==> config.mk <==
export PLATFORM = sky130hd
export DESIGN_NAME = frl_cell
export DESIGN_NICKNAME = d
export VERILOG_FILES = /design/src/sv/frl_pkg.sv /design/src/sv/frl_cell.sv
export SDC_FILE = /design/constraint.sdc
export NUM_CORES = 1
export LEC_CHECK = 0
export BUFFER_PORTS_ARGS = -buffer_cell sky130_fd_sc_hd__clkbuf_2
export CAP_MARGIN = 20
export CORE_MARGIN = 2
export CORE_UTILIZATION = 47
export DETAILED_ROUTE_END_ITERATION = 16
export GPL_ROUTABILITY_DRIVEN = 0
export MAX_ROUTING_LAYER = met4
export PLACE_DENSITY = 0.8
export SYNTH_ARGS = -nofsm -noshare
export SYNTH_HDL_FRONTEND = slang
export SYNTH_SLANG_ARGS = --single-unit
==> constraint.sdc <==
create_clock -name clk -period 5.4 [get_ports clk]
set_clock_uncertainty 0.1 [all_clocks]
set_input_delay 0.54 -clock clk [delete_from_list [all_inputs] [get_ports clk]]
set_output_delay 0.54 -clock clk [all_outputs]
set_load 0.01 [all_outputs]
==> src/sv/frl_pkg.sv <==
`timescale 1ns / 1ps
`default_nettype none
package frl_pkg;
  localparam int MaxRangesDefault = 256;

  typedef enum logic [1:0] {
    ST_OK      = 2'd0,
    ST_INVALID = 2'd1,
    ST_EMPTY   = 2'd2,
    ST_FULL    = 2'd3
  } status_t;

  localparam logic CMD_ALLOC = 1'b0;
  localparam logic CMD_FREE  = 1'b1;
  localparam logic [31:0] NoneValue = 32'hFFFF_FFFF;

  typedef struct packed {
    logic        cmd;
    logic [30:0] alloc_size;
    logic [30:0] free_start;
    logic [30:0] free_stop;
  } req_t;

  typedef struct packed {
    logic [1:0]         status;
    logic signed [31:0] grant_start;
    logic signed [31:0] grant_stop;
  } resp_t;

  // Operation broadcast along the cell chain.
  typedef enum logic [2:0] {
    OP_NONE   = 3'd0,
    OP_TRIM   = 3'd1,
    OP_POP    = 3'd2,
    OP_INSERT = 3'd3,
    OP_UNION  = 3'd4,
    OP_MERGE  = 3'd5
  } op_t;

  // Bounds seen by every cell: lo is the freed start or the new head start.
  typedef struct packed {
    logic [30:0] lo;
    logic [30:0] hi;
  } bcast_t;

  // What a cell shows to its neighbors.
  typedef struct packed {
    logic        valid;
    logic [30:0] start;
    logic [30:0] stop;
  } link_t;
endpackage
`default_nettype wire

==> src/sv/frl_cell.sv <==
`timescale 1ns / 1ps
`default_nettype none
// One slot of the sorted range list. On an operation every cell computes its new
// content from its own entry and the entries of its two neighbors, so a shift
// moves the whole list left or right by one slot at once.
module frl_cell
  import frl_pkg::*;
(
  input  logic   clk,
  input  logic   rst,
  input  logic   first,
  input  op_t    op,
  input  bcast_t bc,
  input  link_t  left,
  input  link_t  right,
  output link_t  self,
  output logic   touch,
  output logic   overlap
);
  logic        valid;
  logic [30:0] start;
  logic [30:0] stop;
  logic        valid_next;
  logic [30:0] start_next;
  logic [30:0] stop_next;
  logic        own_below;
  logic        left_before;
  logic        anchor;

  always_comb begin
    own_below   = valid && (stop < bc.lo);
    // everything to the left lies below the freed range
    left_before = first || (left.valid && (left.stop < bc.lo));
    anchor      = valid && !own_below && left_before;
    touch       = valid && !own_below && (start <= bc.hi);
    overlap     = anchor && right.valid && (right.start <= stop);

    self       = '{valid: valid, start: start, stop: stop};
    valid_next = valid;
    start_next = start;
    stop_next  = stop;

    case (op)
      OP_TRIM: begin
        if (first) start_next = bc.lo;
      end
      OP_POP: begin
        valid_next = right.valid;
        start_next = right.start;
        stop_next  = right.stop;
      end
      OP_INSERT: begin
        if (!own_below) begin
          if (left_before) begin
            valid_next = 1'b1;
            start_next = bc.lo;
            stop_next  = bc.hi;
          end else begin
            // shift right
            valid_next = left.valid;
            start_next = left.start;
            stop_next  = left.stop;
          end
        end
      end
      OP_UNION: begin
        if (anchor) begin
          start_next = (start < bc.lo) ? start : bc.lo;
          stop_next  = (stop > bc.hi) ? stop : bc.hi;
        end
      end
      OP_MERGE: begin
        if (anchor) begin
          stop_next = (right.stop > stop) ? right.stop : stop;
        end else if (!own_below && !left_before) begin
          // close the gap left by the absorbed entry
          valid_next = right.valid;
          start_next = right.start;
          stop_next  = right.stop;
        end
      end
      default: ;
    endcase
  end

  always_ff @(posedge clk) begin
    if (rst) begin
      valid <= 1'b0;
    end else begin
      valid <= valid_next;
    end
    start <= start_next;
    stop  <= stop_next;
  end
endmodule
`default_nettype wire

==> summary.md <==
| Metric | Value |
|---|---|
| Outcome | finished, final reports clean |
| Die W | 136 um |
| Buf+Inv Stages, Crit Path | 1 |
| Global route overflow | 0 |
| # clock sinks | 63 |
| Layout Nets | 1551 |
| Ranking of synthesized cells by area | ha_1, edfxtp_1, inv_1 |
| Largest net degree at the start of global routing | 40 |
| Max_slew headroom | 30.7% |
| CTS Buf Count | 9 |
| Initial DRT Pass Iterations | 7 |
| Top Ports | 259 |
| Mapped Area | 8170 sq um |
| Fraction of layout cells with a size suffix above 1 | 25.1% |
| Syn_area_per_cell | 9.25 sq um |
| Setup total negative slack | 0 ns |
| Final cycle utilization of the critical path | 78.5% |
| Worst-skew pair later-pin latency | 0.35 ns |
| CP arrival | 4.17 ns |
| DP Wirelength | 23500 um |
| Drt total wl | 28100 um |
| Number of gates resized after cts | 0 |
| Most frequent cell after synthesis | ha_1 |
| Cell taking the most area after synthesis | ha_1 |
| Synth cell count leaders | ha_1, inv_1, edfxtp_1, a21oi_1, a21o_1 |
| Top delay family on crit path | compound AO/OA/AOI/OAI gates |
| Fmax | 236 MHz |
| Root Buffer | clkbuf_16 |
| Synthesized instance count | 884 |
| Fin. max-slew vios | 0 |
| Worst-path cell chain | ha_1 > a21o_1 > a31oi_1 > o21ai_1 > a211oi_1 > o31ai_1 > and2_1 > nand3b_1 > a221oi_4 > buf_4 |
| IO buf count | 258 |
| Crit. End Element | register |
| Clock Pin Slew Worst Setup and Hold Paths | 0.05 ns |
| Startpoint types | register |
| Share of the synthesized area in the top cell type | 32.9% |
| Post-synth EDFFs | 62 |
| Power share of the sequential group | 32.9% |
| Final setup vio count | 0 |
| Via density | 6.07 |
| Power share of the combinational group | 41.3% |
| Clock power frac | 25.8% |
| Antenna violations before repair | 0 |
| CTS Buffer Depth | 2 |
| P_leak | 5.35 nW |
| Min-Delay Path Class | primary input to register |
| Remaining DRCs | 0 |
| Via count | 8321 |
| Ys flop type | edfxtp_1 |
| Register area share after synthesis | 23.0% |
| Area Overhead vs Synth | 21.5% |
| Critical path type | register to register |
| Hold buffers post-CTS | 0 |
| Post-layout total power | 0.00205 W |
| Crit-path max FO | 13 |
| Pwr per Cell Area | 206 nW/um^2 |
| Yosys synthesis warning count | 0 |
| Die height | 136 um |
| Htree depth | 3 |
| # diodes | 0 |
| Vias in the first global route | 8150 |
| P_sw | 0.000769 W |
| # rows | 48 |
| CP required | 5.34 ns |
| Setup repair bufs after CTS | 0 |
| Gr usage total | 31.0% |
| Netlist cell types | 52 |
| Routed len/inst | 20.5 um |
| Internal | 0.00128 W |
| Post-synth ARST share | 0% |
| Antenna-violating nets left | 0 |
| Post-layout min period | 4.24 ns |
| Starting Density | 47.6% |
| Die area | 18500 sq um |
| Slowest stage cell, crit path | a221oi_4 |
| Sw frac | 37.5% |
| CTS tree | built |
| Max cap viols | 0 |
| Fillers | 1594 |
| Fin. Hold Viols | 0 |
| Seq cells post-synth | 63 |
| Worst reg-to-reg setup slack | 1.16 ns |
| RSZ-0062 raised after global routing | false |
| Core area | 17200 sq um |
| Initial DRC count | 750 |
| First-pass GRT wire length | 42300 um |
| Maximum vdd drop | 157 uV |
| Worst-Margin Slew | 1.04 ns |
| Syn_nets | 1293 |
| Max incr delay on CP | 0.69 ns |
## registers in the layout (all words and copies together) (netlist names)
signal  cells
start      31
stop       31
valid       1
## path summary, 6_finish.rpt
check             to  depth (start not counted)  startpoint
max          stop[1]                         10     stop[2]
min          stop[0]                          3     left[0]
max reg2reg  stop[1]                         10     stop[2]
min reg2reg    valid                          2       valid
## cell type report
cell class,instances,area (sq um),share of cell area (%)
Inverter,135,507,5.10
Clock buffer,13,240,2.42
Timing Repair Buffer,267,1360,13.7
Clock inverter,2,8.76,0.0882
Multi-Input combinational cell,666,5660,56.9
Tap cell,225,282,2.83
Sequential cell,63,1880,18.9
## cells by family (layout without fill, tap and decap cells)
family          after synthesis  count (layout)  synth area share (%)
compound gates              264             264                  23.6
fa+ha+maj                   215             215                  32.9
buf+inv                     155             417                  8.04
flops                        63              63                  23.0
mux                           1               1                 0.122
simple gates                186             186                  12.3
## through the flow
stage | hold slack, ns | util, % | setup WS, ns | instances | instance area (sq um)
final | 0.397 | 57.8 | 1.16 | 1371 | 9930
after global routing | 0.403 | 57.8 | 1.09 | 1371 | 9930
after CTS | 0.383 | 57.8 | 1.18 | 1371 | 9930
after detailed placement | 0.415 | 56.4 | 0.984 | 1356 | 9680
after global placement | 0.398 | 56.4 | 1.00 | 1356 | 9680
after floorplan | 0.378 | - | 0.231 | 884 | 8170
## worst register-to-register path, cell delays in order (launching register included)
cell and delay (ns):
edfxtp_1 0.47, ha_1 0.34, a21o_1 0.16, a31oi_1 0.23, o21ai_1 0.17, a211oi_1 0.63
o31ai_1 0.28, and2_1 0.26, nand3b_1 0.22, a221oi_4 0.70, buf_4 0.37
## power by group through the flow
stage / registers, W / clock network, W / logic, W
floorplan: 0.000684 / 0 / 0.000488
global placement: 0.000682 / 0 / 0.000804
detailed placement: 0.000682 / 0 / 0.000830
CTS: 0.000672 / 0.000536 / 0.000836
global route: 0.000679 / 0.000554 / 0.000947
finish: 0.000674 / 0.000530 / 0.000846
## per-layer routing
metal | track usage (%) | wire [um] | vias to the layer above | part of all wire [%]
li1 | - | - | 3911 | -
met1 | 38.2 | 11500 | 3888 | 41
met2 | 51.9 | 13300 | 449 | 47
met3 | 4.10 | 2330 | 73 | 8.3
met4 | 12.0 | 1000 | 0 | 3.6
met5 | - | 0 | - | 0
## cell usage in the layout (no fill, tap or decap), types with 3 or more instances in the layout
cell       Yosys  layout
a2111oi_0      4       4
a211o_1        4       4
a211oi_1       7       7
a21o_1        47      47
a21oi_1       60      60
a221o_1       32      32
a222oi_1      31      31
and4_1         4       4
buf_4          1       9
clkbuf_1       7       4
clkbuf_16      0       9
clkbuf_2       0     258
edfxtp_1      62      62
ha_1         215     215
inv_1        135     135
nand2_1       26      26
nand2b_1       6       6
nand3_1       13      13
nand4_1       39      39
nor2_1        39      38
nor2b_1       39      39
nor3_1         9       9
nor4_1         4       4
o211ai_1       3       3
o21a_1        10      10
o21ai_0       41      41
o21ai_1        3       3
Power figures use the tool's default switching activity.
